===== src/hw/rtl/mqsb_pkg.sv =====
package mqsb_pkg;

   localparam int DATA_W = 32;
   localparam int QSEL_W = 2;
   localparam int STATUS_W = 2;

   // Operation codes carried in the request.
   localparam logic OP_ENQUEUE = 1'b0;
   localparam logic OP_DEQUEUE = 1'b1;

   // Result status codes.
   localparam logic [STATUS_W-1:0] ST_OK = 2'd0;
   localparam logic [STATUS_W-1:0] ST_OVERFLOW = 2'd1;
   localparam logic [STATUS_W-1:0] ST_UNDERFLOW = 2'd2;

   // Value returned by a dequeue from an empty queue.
   localparam logic [DATA_W-1:0] UNDERFLOW_VALUE = '1;

   typedef struct packed {
      logic                     operation;
      logic [QSEL_W-1:0]        queue_select;
      logic signed [DATA_W-1:0] value_in;
   } req_type;

   typedef struct packed {
      logic signed [DATA_W-1:0] value_out;
      logic [STATUS_W-1:0]      status;
   } rsp_type;

endpackage


===== src/hw/rtl/mqsb_ram.sv =====
module mqsb_ram #(
   parameter int DEPTH = 16,
   parameter int WIDTH = 32,
   parameter int AW = 4
) (
   input  logic             clock,
   input  logic             wr_en,
   input  logic [AW-1:0]    wr_addr,
   input  logic [WIDTH-1:0] wr_data,
   input  logic             rd_en,
   input  logic [AW-1:0]    rd_addr,
   output logic [WIDTH-1:0] rd_data
);

   logic [WIDTH-1:0] mem [DEPTH];
   logic [WIDTH-1:0] rd_data_ff;

   always_ff @(posedge clock) begin
      if (wr_en) begin
         mem[wr_addr] <= wr_data;
      end
   end

   // Registered read: data appears in the cycle after the address.
   always_ff @(posedge clock) begin
      if (rd_en) begin
         rd_data_ff <= mem[rd_addr];
      end
   end

   assign rd_data = rd_data_ff;

endmodule


===== src/hw/rtl/multi_queue_shared_buffer.sv =====
// Several FIFO queues sharing one slot store, linked through per-slot pointers.
//
// Request channel (req_valid / req_stall / req_data): each transfer is an
// enqueue of value_in onto queue queue_select, or a dequeue from it.
// Response channel (rsp_valid / rsp_stall / rsp_data): exactly one transfer per
// request, in request order, carrying the dequeued value and a status
// (ok, overflow when no slot is free, underflow when the queue is empty).
//
// Requests are handled one at a time. A rejected request goes straight from
// its transfer to the response state S_FIN; a dequeue passes through S_DEQ_RD,
// an enqueue through S_ENQ_RD and, behind a tail, S_ENQ_LINK. The single write
// port of the link memory is the reason: an enqueue behind a tail needs two link writes.
// A new request transfers in the cycle after the response is loaded; none is
// taken before the last one has loaded its response.
//
// Reset empties every queue and puts all slots on the free list; it needs no
// clearing pass because untouched slots are tracked by a fill mark. A stalled
// response is held in its output register; processing of the next request
// continues and waits only at the point where its response would be loaded.
module multi_queue_shared_buffer import mqsb_pkg::*; #(
   parameter int ENTRIES = 16,
   parameter int QUEUES = 4
) (
   input  logic    clock,
   input  logic    reset,
   input  logic    req_valid,
   output logic    req_stall,
   input  req_type req_data,
   output logic    rsp_valid,
   input  logic    rsp_stall,
   output rsp_type rsp_data
);

   // A pointer equal to ENTRIES is the null pointer.
   localparam int PW = $clog2(ENTRIES + 1);
   localparam int AW = $clog2(ENTRIES);
   localparam int QW = (QUEUES > 1) ? $clog2(QUEUES) : 1;
   localparam int QXW = (QW > QSEL_W) ? QW : QSEL_W;
   localparam logic [PW-1:0] NULL_PTR = PW'(ENTRIES);

   // Sequencer states.
   localparam logic [2:0] S_IDLE = 3'd0;
   localparam logic [2:0] S_ENQ_RD = 3'd1;
   localparam logic [2:0] S_ENQ_LINK = 3'd2;
   localparam logic [2:0] S_DEQ_RD = 3'd3;
   localparam logic [2:0] S_FIN = 3'd4;

   logic [2:0] state_ff, state_in;
   logic [QW-1:0] q_ff, q_in;
   logic [DATA_W-1:0] val_ff, val_in;
   logic [PW-1:0] slot_ff, slot_in;
   logic [PW-1:0] tail_sv_ff, tail_sv_in;
   logic [PW-1:0] head_ff [QUEUES];
   logic [PW-1:0] head_in [QUEUES];
   logic [PW-1:0] tail_ff [QUEUES];
   logic [PW-1:0] tail_in [QUEUES];
   logic [PW-1:0] free_head_ff, free_head_in;
   // Fill mark: slots at or above it have never been handed out, so their
   // link is implicitly the next slot and the link memory needs no init.
   logic [PW-1:0] mark_ff, mark_in;
   logic [DATA_W-1:0] res_val_ff, res_val_in;
   logic [STATUS_W-1:0] res_st_ff, res_st_in;
   logic rsp_valid_ff, rsp_valid_in;
   rsp_type rsp_data_ff, rsp_data_in;

   // Memory ports.
   logic link_wr_en, link_rd_en;
   logic [AW-1:0] link_wr_addr, link_rd_addr;
   logic [PW-1:0] link_wr_data, link_rd_data;
   logic data_wr_en, data_rd_en;
   logic [AW-1:0] data_wr_addr, data_rd_addr;
   logic [DATA_W-1:0] data_wr_data, data_rd_data;

   logic [QXW-1:0] req_q_ext;
   logic req_q_ok;
   logic [QW-1:0] q_sel;
   logic [PW-1:0] head_sel, tail_sel;
   logic untouched;

   function automatic logic ptr_ok(input logic [PW-1:0] p);
      return p < NULL_PTR;
   endfunction

   mqsb_ram #(.DEPTH(ENTRIES), .WIDTH(PW), .AW(AW)) u_link_ram (
      .clock   (clock),
      .wr_en   (link_wr_en),
      .wr_addr (link_wr_addr),
      .wr_data (link_wr_data),
      .rd_en   (link_rd_en),
      .rd_addr (link_rd_addr),
      .rd_data (link_rd_data)
   );

   mqsb_ram #(.DEPTH(ENTRIES), .WIDTH(DATA_W), .AW(AW)) u_data_ram (
      .clock   (clock),
      .wr_en   (data_wr_en),
      .wr_addr (data_wr_addr),
      .wr_data (data_wr_data),
      .rd_en   (data_rd_en),
      .rd_addr (data_rd_addr),
      .rd_data (data_rd_data)
   );

   // The request is only taken while the sequencer is idle. Because one
   // request is finished before the next is taken, no memory access can
   // overlap a pending write to the same entry.
   assign req_stall = (state_ff != S_IDLE);

   assign req_q_ext = QXW'(req_data.queue_select);
   assign req_q_ok = (32'(req_data.queue_select) < 32'(QUEUES));
   assign q_sel = (state_ff == S_IDLE) ? req_q_ext[QW-1:0] : q_ff;
   assign head_sel = head_ff[q_sel];
   assign tail_sel = tail_ff[q_sel];
   assign untouched = (slot_ff >= mark_ff);

   always_comb begin
      state_in = state_ff;
      q_in = q_ff;
      val_in = val_ff;
      slot_in = slot_ff;
      tail_sv_in = tail_sv_ff;
      head_in = head_ff;
      tail_in = tail_ff;
      free_head_in = free_head_ff;
      mark_in = mark_ff;
      res_val_in = res_val_ff;
      res_st_in = res_st_ff;
      rsp_valid_in = rsp_valid_ff && rsp_stall;
      rsp_data_in = rsp_data_ff;

      link_wr_en = 1'b0;
      link_wr_addr = slot_ff[AW-1:0];
      link_wr_data = NULL_PTR;
      link_rd_en = 1'b0;
      link_rd_addr = free_head_ff[AW-1:0];
      data_wr_en = 1'b0;
      data_wr_addr = slot_ff[AW-1:0];
      data_wr_data = val_ff;
      data_rd_en = 1'b0;
      data_rd_addr = head_sel[AW-1:0];

      unique case (state_ff)
         S_IDLE: begin
            if (req_valid) begin
               q_in = req_q_ext[QW-1:0];
               val_in = req_data.value_in;
               res_val_in = '0;
               res_st_in = ST_OK;
               if (req_data.operation == OP_ENQUEUE) begin
                  if (!req_q_ok || !ptr_ok(free_head_ff)) begin
                     res_st_in = ST_OVERFLOW;
                     state_in = S_FIN;
                  end else begin
                     // Fetch the successor of the free-list head.
                     slot_in = free_head_ff;
                     link_rd_en = 1'b1;
                     link_rd_addr = free_head_ff[AW-1:0];
                     state_in = S_ENQ_RD;
                  end
               end else begin
                  if (!req_q_ok || !ptr_ok(head_sel)) begin
                     res_st_in = ST_UNDERFLOW;
                     res_val_in = UNDERFLOW_VALUE;
                     state_in = S_FIN;
                  end else begin
                     // Fetch the head slot's successor and its value.
                     slot_in = head_sel;
                     link_rd_en = 1'b1;
                     link_rd_addr = head_sel[AW-1:0];
                     data_rd_en = 1'b1;
                     data_rd_addr = head_sel[AW-1:0];
                     state_in = S_DEQ_RD;
                  end
               end
            end
         end
         S_ENQ_RD: begin
            // Pop the slot from the free list.
            if (untouched) begin
               free_head_in = slot_ff + PW'(1);
               mark_in = mark_ff + PW'(1);
            end else begin
               free_head_in = link_rd_data;
            end
            // The new slot becomes the end of the queue.
            link_wr_en = 1'b1;
            link_wr_addr = slot_ff[AW-1:0];
            link_wr_data = NULL_PTR;
            data_wr_en = 1'b1;
            data_wr_addr = slot_ff[AW-1:0];
            data_wr_data = val_ff;
            tail_in[q_ff] = slot_ff;
            if (!ptr_ok(head_sel)) begin
               head_in[q_ff] = slot_ff;
               state_in = S_FIN;
            end else if (ptr_ok(tail_sel)) begin
               tail_sv_in = tail_sel;
               state_in = S_ENQ_LINK;
            end else begin
               state_in = S_FIN;
            end
         end
         S_ENQ_LINK: begin
            // Chain the old tail to the new slot.
            link_wr_en = 1'b1;
            link_wr_addr = tail_sv_ff[AW-1:0];
            link_wr_data = slot_ff;
            state_in = S_FIN;
         end
         S_DEQ_RD: begin
            // Unlink the head and push its slot onto the free list.
            head_in[q_ff] = link_rd_data;
            link_wr_en = 1'b1;
            link_wr_addr = slot_ff[AW-1:0];
            link_wr_data = free_head_ff;
            free_head_in = slot_ff;
            res_val_in = data_rd_data;
            state_in = S_FIN;
         end
         S_FIN: begin
            // Load the response once the output register is free or draining.
            if (!rsp_valid_ff || !rsp_stall) begin
               rsp_valid_in = 1'b1;
               rsp_data_in.value_out = res_val_ff;
               rsp_data_in.status = res_st_ff;
               state_in = S_IDLE;
            end
         end
         default: begin
            state_in = S_IDLE;
         end
      endcase
   end

   always_ff @(posedge clock) begin
      if (reset) begin
         state_ff <= S_IDLE;
         free_head_ff <= '0;
         mark_ff <= '0;
         rsp_valid_ff <= 1'b0;
         for (int i = 0; i < QUEUES; i++) begin
            head_ff[i] <= NULL_PTR;
            tail_ff[i] <= NULL_PTR;
         end
      end else begin
         state_ff <= state_in;
         free_head_ff <= free_head_in;
         mark_ff <= mark_in;
         rsp_valid_ff <= rsp_valid_in;
         head_ff <= head_in;
         tail_ff <= tail_in;
      end
   end

   always_ff @(posedge clock) begin
      q_ff <= q_in;
      val_ff <= val_in;
      slot_ff <= slot_in;
      tail_sv_ff <= tail_sv_in;
      res_val_ff <= res_val_in;
      res_st_ff <= res_st_in;
      rsp_data_ff <= rsp_data_in;
   end

   assign rsp_valid = rsp_valid_ff;
   assign rsp_data = rsp_data_ff;

endmodule


===== config.mk =====
export PLATFORM = sky130hd
export DESIGN_NAME = multi_queue_shared_buffer
export DESIGN_NICKNAME = d
export VERILOG_FILES = /design/src/hw/rtl/mqsb_pkg.sv /design/src/hw/rtl/mqsb_ram.sv /design/src/hw/rtl/multi_queue_shared_buffer.sv
export SDC_FILE = /design/constraint.sdc
export NUM_CORES = 1
export LEC_CHECK = 0
export BUFFER_PORTS_ARGS = -buffer_cell sky130_fd_sc_hd__buf_2
export CAP_MARGIN = 20
export CORE_ASPECT_RATIO = 1.2
export CORE_MARGIN = 2
export CORE_UTILIZATION = 55
export CTS_CLUSTER_DIAMETER = 200
export DETAILED_ROUTE_END_ITERATION = 6
export GPL_TIMING_DRIVEN = 1
export PLACE_DENSITY = 0.75
export SYNTH_ARGS = -nofsm -noshare
export SYNTH_HDL_FRONTEND = slang
export SYNTH_SLANG_ARGS = --single-unit

===== constraint.sdc =====
create_clock -name clock -period 12.6 [get_ports clock]
set_input_delay 2.52 -clock clock [delete_from_list [all_inputs] [get_ports clock]]
set_output_delay 2.52 -clock clock [all_outputs]
set_load 0.01 [all_outputs]

# Word-level counts from Yosys, hierarchy flattened
# Memories as Yosys holds them, arrays and structs flattened. A register that Yosys moved wholly into a read port is not among the register bits.
# Cells that the tools add are included.
[op_classes]
n_addsub = 2
magnitude_cmp = 7
eq_ne = 8
mux = 56
bitwise = 2
n_reduce_logical = 20
[ops]
columns = ["op", "n"]
rows = [
  ["two-way mux 32 bit", 3],
  ["case mux 32 bit (2 select lines)", 1],
  ["bitwise mux 20 bit", 3],
  ["two-way mux 5 bit", 9],
  ["case mux 20 bit (2 select lines)", 1],
  ["two-way mux 3 bit", 7],
  ["binary-select mux 5 bit (select 2 bit)", 2],
  ["two-way mux 20 bit", 1],
  ["two-way mux 4 bit", 5],
  ["case mux 5 bit (2 select lines)", 2],
  ["two-way mux 1 bit", 17],
  ["less-than comparator 5 bit (second input constant)", 3],
  ["case mux 3 bit (4 select lines)", 1],
  ["AND reduction 2 bit", 6],
  ["adder 5 x 1 -> 5 bit (second input constant)", 2],
  ["demux 5 bit (select 2 bit)", 1],
  ["== test 3 x 2 -> 1 bit (second input constant)", 2],
  [">= comparator 3 bit (second input constant)", 2],
  ["two-way mux 2 bit", 3],
  ["inequality test 2 bit (second input constant)", 3],
  ["NOT 2 -> 3 bit", 2],
  ["nonzero test 2 bit", 3],
  [">= comparator 5 bit", 1],
  ["AND reduction 4 bit", 1],
  ["other kinds (12)", 14],
]
[totals]
register_bits = 165
ramBits = 592
in_bits = 39
out_inout_bits = 36
word_cells = 117
n_memories = 2
[mem_list]
columns = ["memory", "depth", "word_bits", "rd", "rd_clocked_by_memory_dff", "wr", "line_no", "text"]
rows = [
  ["u_data_ram.mem", 16, 32, 1, 1, 1, "mqsb_ram.sv:15", "logic [WIDTH-1:0] mem [DEPTH];"],
  ["u_link_ram.mem", 16, 5, 1, 1, 1, "mqsb_ram.sv:15", ""],
]

# Logic depth before layout (Yosys ltp)
[depth]
depth_word = 11
ltp_mapped = 13
ltp_nobuf = 10

# By module
# A second synthesis with hierarchy kept.
[unflattened]
hier_cells = 1525
hier_area_um2 = 30239.0
[by_module_without_submodules]
columns = ["mod", "instances", "cells_each", "area_per_inst_um2", "seq_area_each_um2"]
rows = [
  ["mqsb_ram (u_data_ram)", 1, 838, 20155.6, 16335.7],
  ["multi_queue_shared_buffer", 1, 532, 6820.3, 4414.2],
  ["mqsb_ram (u_link_ram)", 1, 155, 3263.1, 2552.4],
]

# Least setup slack after synthesis
# No wires, ideal clock.
[synth_timing]
kind = "input -> register"
start = "input req_data[32] (netlist name)"
end = "register u_link_ram.rd_data_ff[0] (netlist: u_link_ram.rd_data[0]) (read register of u_link_ram.mem), data pin"
setup_ps = 275
arrival_time_ps = 4424
t_required_ps = 12325
path_slack_ps = 7900
cell_stages = 9
n_path_buf = 2
path_cell_list = "mux4_2 > or3_1 > nand2_1 > o221a_1 > buf_2 > buf_4 > mux2_2 > o211ai_1 > a21oi_1"
[synth_via]
elab_chain_len = 10
word_cells_on_any_way = 14
classes_between = "order compare (1); mux (12); bitwise (1)"
[synth_lines]
columns = ["item", "line_no", "text"]
rows = [
  ["start, declared", "multi_queue_shared_buffer.sv:28", "input req_type req_data,"],
  ["two-way mux 2 bit *", "multi_queue_shared_buffer.sv:111", "assign q_sel = (state_ff == S_IDLE) ? req_q_ext[QW-1:0] : q_ff;"],
  ["NOT 2 -> 3 bit (not written as such) *", "multi_queue_shared_buffer.sv:112", "assign head_sel = head_ff[q_sel];"],
  ["binary-select mux 5 bit (select 2 bit) *", "multi_queue_shared_buffer.sv:112", ""],
  ["two-way mux 5 bit (not written as such) * (2 in series)", "multi_queue_shared_buffer.sv:112", ""],
  ["less-than comparator 5 bit", "multi_queue_shared_buffer.sv:81", "return p < NULL_PTR;"],
  ["two-way mux 4 bit / two-way mux 1 bit (equally long branches)", "multi_queue_shared_buffer.sv:161", "if (!req_q_ok || !ptr_ok(head_sel)) begin"],
  ["two-way mux 4 bit / two-way mux 1 bit (equally long branches)", "multi_queue_shared_buffer.sv:149", "if (req_data.operation == OP_ENQUEUE) begin"],
  ["two-way mux 4 bit / two-way mux 1 bit (equally long branches)", "multi_queue_shared_buffer.sv:144", "if (req_valid) begin"],
  ["two-way mux 4 bit / two-way mux 1 bit (equally long branches)", "multi_queue_shared_buffer.sv:142", "unique case (state_ff)"],
  ["end, declared", "mqsb_ram.sv:16", "logic [WIDTH-1:0] rd_data_ff;"],
]
# Mark *: on every way between the ends. The rest lies on a longest branch, timed or not. The select of a mux whose other input is x is not followed.
# A chain may end at the register's enable or synchronous reset.

# Final worst setup path
[layout_timing]
start = "input req_data[32] (netlist name)"
end = "register u_data_ram.rd_data_ff[2] (netlist: u_data_ram.rd_data[2]) (read register of u_data_ram.mem), data pin"
[layout_via]
elab_chain_len = 10
[layout_lines]
columns = ["item", "line_no"]
rows = [
  ["two-way mux 2 bit *", "multi_queue_shared_buffer.sv:111"],
  ["NOT 2 -> 3 bit (not written as such) *", "multi_queue_shared_buffer.sv:112"],
  ["binary-select mux 5 bit (select 2 bit) *", "multi_queue_shared_buffer.sv:112"],
  ["two-way mux 5 bit (not written as such) * (2 in series)", "multi_queue_shared_buffer.sv:112"],
  ["less-than comparator 5 bit", "multi_queue_shared_buffer.sv:81"],
  ["two-way mux 1 bit", "multi_queue_shared_buffer.sv:161"],
  ["two-way mux 1 bit", "multi_queue_shared_buffer.sv:149"],
  ["two-way mux 1 bit", "multi_queue_shared_buffer.sv:144"],
  ["two-way mux 1 bit", "multi_queue_shared_buffer.sv:142"],
  ["end, declared", "mqsb_ram.sv:16"],
]
# Marks and branches as above.

==> out/results.ini <==
[grt]
antenna_found_initial=0
grt-ovfl-total=0
grtUsageTotal_pct=23.7
grt_max_degree=218
grt_pass1_vias=17700
grt_pass1_wl_um=105000

[synthesis]
synth_ff_type=edfxtp_1
synth_area_um2=31700
synth_compound_area_share_pct=10.5
synth_simple_gate_area_share_pct=8.75
postSynthAreaPerCell_um2=15.0
synthMuxAreaShare_pct=4.02
yosys_warnings=0
netlist_instances=2117
synth.distinct_cells=57
synth_edf_count=740
synthXorXnorAreaFrac_pct=0.111
async_flop_share_pct=0
synth_top_family_by_area=compound AO/OA/AOI/OAI gates
synth-seq-area-share_pct=73.6
synthAdderAreaFrac_pct=0.395
ys_seq_elements=794
syn_nets=2166

[floorplanning]
start_util_pct=55.5
core_area_um2=57100
dieHeight_um=267
io_pins=75
die_w_um=223
fp-row-count=96
die_area_um2=59500

[sta]
fmax_mhz=169
tightest_slew_ns=1.16
finalSetupViolCount=0
min_period_ns=5.93
clock_skew_ns=0.0193
drv_slew=0
setup_tns_ns=0
grt_setup_unrepaired=false
fin_ws_ns=6.67
hold_viol=0
finalCritPeriodShare_pct=47.0
relSlewSlack_pct=22.9

[place]
post_dp_cell_area_um2=32600
pre_cts_ws_ns=6.13
hpwl_um=37000
port_buffers=74
gp_congestion=0.839

[setup_path]
worst_setup_path_end_kind=flop
path_class=in -> reg
critPathArrivalTime_ns=6.27
required_ns=12.95
cp_slowest_cell=mux4_4
cpLargestDelayFamily=multiplexers
max_stage_delay_ns=1.04
cp-start-kind=input port
path_max_fanout=92
crit_chain=buf_2 > mux2i_4 > mux4_4 > buf_4 > nor2b_1 > a211oi_2 > a31oi_1 > a22oi_1 > nand2_1
path_buf_inv=2

[clock_network]
post_cts_buffers=0
cts_tree=done
clock_latency_ns=0.63
hold_buffers=0
ctsResizeCount=0
clk_pin_slew_worst_paths_ns=0.06
cts.sinks=794
h-tree-depth=3
clock_path_buffers=3
root_buffer=clkbuf_16
numCtsBuffers=74

[status]
status=finished, final reports clean

[final_layout]
stdcell_area_um2=35000
final_nets=2216
area_growth_pct=10.6
drive_above_1_share_pct=15.0
antenna_cells=0
post-route-util_pct=61.4

[pwr]
cellPowerDensity_nw_per_um2=152
ir_drop_mv=0.104
p_leak_uw=0.0120

[routing]
wl_met3_um=4740
drt_first_iter_violations=1699
ant_nets=0
routed-wl-met2_um=36200
via_per_inst=6.10
wirelength_met1_um=27700
wire_per_inst_um=23.9
maxUsedRoutingLayer=met4
drc=0
vias=18000
finalWirelength_um=70800
first_pass_iters=7

[job]
max_cap_viol_count=0

[hold_path]
hp-class=reg -> reg

==> synthesized netlist by cell type (3+ instances only) <==
cell type | number | area share (%)
dfxtp_1 | 54 | 3.4
buf_2 | 45 | 0.71
mux4_2 | 8 | 0.57
a22o_1 | 7 | 0.19
mux2_2 | 8 | 0.28
a21oi_1 | 28 | 0.44
nand2b_1 | 3 | 0.059
o211ai_1 | 11 | 0.26
a21o_1 | 37 | 0.88
inv_1 | 17 | 0.20
nand2_4 | 3 | 0.11
clkbuf_1 | 53 | 0.63
nand2_1 | 348 | 4.1
a211oi_1 | 74 | 1.8
a211oi_2 | 55 | 2.2
nand3_1 | 19 | 0.30
a31oi_1 | 133 | 2.6
mux2_1 | 4 | 0.14
xnor2_1 | 3 | 0.083
mux2i_4 | 4 | 0.28
edfxtp_1 | 740 | 70
nor3_1 | 9 | 0.14
o21ai_0 | 6 | 0.095
mux2i_1 | 84 | 2.7
o22ai_1 | 3 | 0.059
ha_1 | 10 | 0.40
a22oi_1 | 69 | 1.6
buf_4 | 13 | 0.31
nor2_1 | 80 | 0.95
nor2b_1 | 134 | 2.6
and3_1 | 3 | 0.059
buf_1 | 5 | 0.059
a211o_1 | 3 | 0.083
buf_6 | 17 | 0.60
==> final timing paths <==
kind                  startpoint               endpoint  slack, ns  cells after the start
setup / recovery    req_data[32]  u_data_ram.rd_data[2]       6.67                      9
hold / removal    res_val_ff[28]           rsp_data[30]       0.42                      0
setup reg to reg     state_ff[1]  u_data_ram.rd_data[2]       7.52                     10
hold reg to reg   res_val_ff[28]           rsp_data[30]       0.42                      0
==> flip-flops by register name, summed over array words and instances (netlist names), 20 cells and up <==
register            flops
u_data_ram.mem        512
rsp_data               34
data_wr_data           32
u_data_ram.rd_data     32
tail_ff                20
u_link_ram.mem         80
head_ff                20
res_val_ff             32
==> worst register-to-register path, cell delays in order, from the launching register on <==
cell	delay, ns
dfxtp_1	0.83
nor3_4	0.17
inv_4	0.14
mux2i_4	0.69
mux4_4	1.05
buf_4	0.97
nor2b_1	0.21
a211oi_2	0.26
a31oi_1	0.07
a22oi_1	0.31
nand2_1	0.11
==> layout by cell type (no fill, tap or decap), drive strengths merged, types with 22 or more instances in the layout <==
cell type / n
nand2: 351
a31oi: 133
a211oi: 129
nor2b: 134
clkbuf: 82
nor2: 80
a22oi: 69
a21o: 37
a21oi: 28
dfxtp: 54
clkinv: 33
inv: 22
edfxtp: 740
buf: 109
mux2i: 90
==> per-stage QoR <==
step / total power, uW / hold slack, ns / cells
floorplan: 3120 / 0.400 / 2117
global placement: 3190 / 0.403 / 2824
detailed placement: 3190 / 0.405 / 2825
CTS: 5340 / 0.418 / 2955
global route: 5460 / 0.425 / 2956
finish: 5320 / 0.418 / 2956
==> cells by family after synthesis <==
group	after synthesis
adder cells (fa/ha/maj)	10
flip-flops	794
AND/OR/NAND/NOR	612
multiplexers	110
XOR/XNOR	4
AO/OA/AOI/OAI	434
buffers and inverters	153
==> area by class of cell <==
type | count | area, um2
repair buffers | 109 | 666
fillers | 3925 | 22000
clock inverters | 48 | 462
clock buffers | 82 | 1890
multi-input cells | 1170 | 7710
inverters | 18 | 70.1
well taps | 735 | 920
flip-flops and latches | 794 | 23300
==> per-layer routing <==
layer	up-vias	global-route usage, %
li1	8121	-
met1	9036	30.3
met2	737	41.1
met3	138	3.51
met4	0	9.47
met5	-	0
==> report_power, final <==
| group | switching [uW] | leakage, uW | total (uW) | internal, uW |
|---|---|---|---|---|
| clock | 945 | 0.00115 | 2180 | 1230 |
| sequential | 43.6 | 0.00715 | 2970 | 2930 |
| combinational | 110 | 0.00369 | 165 | 55.3 |
Power figures use the tool's default switching activity.
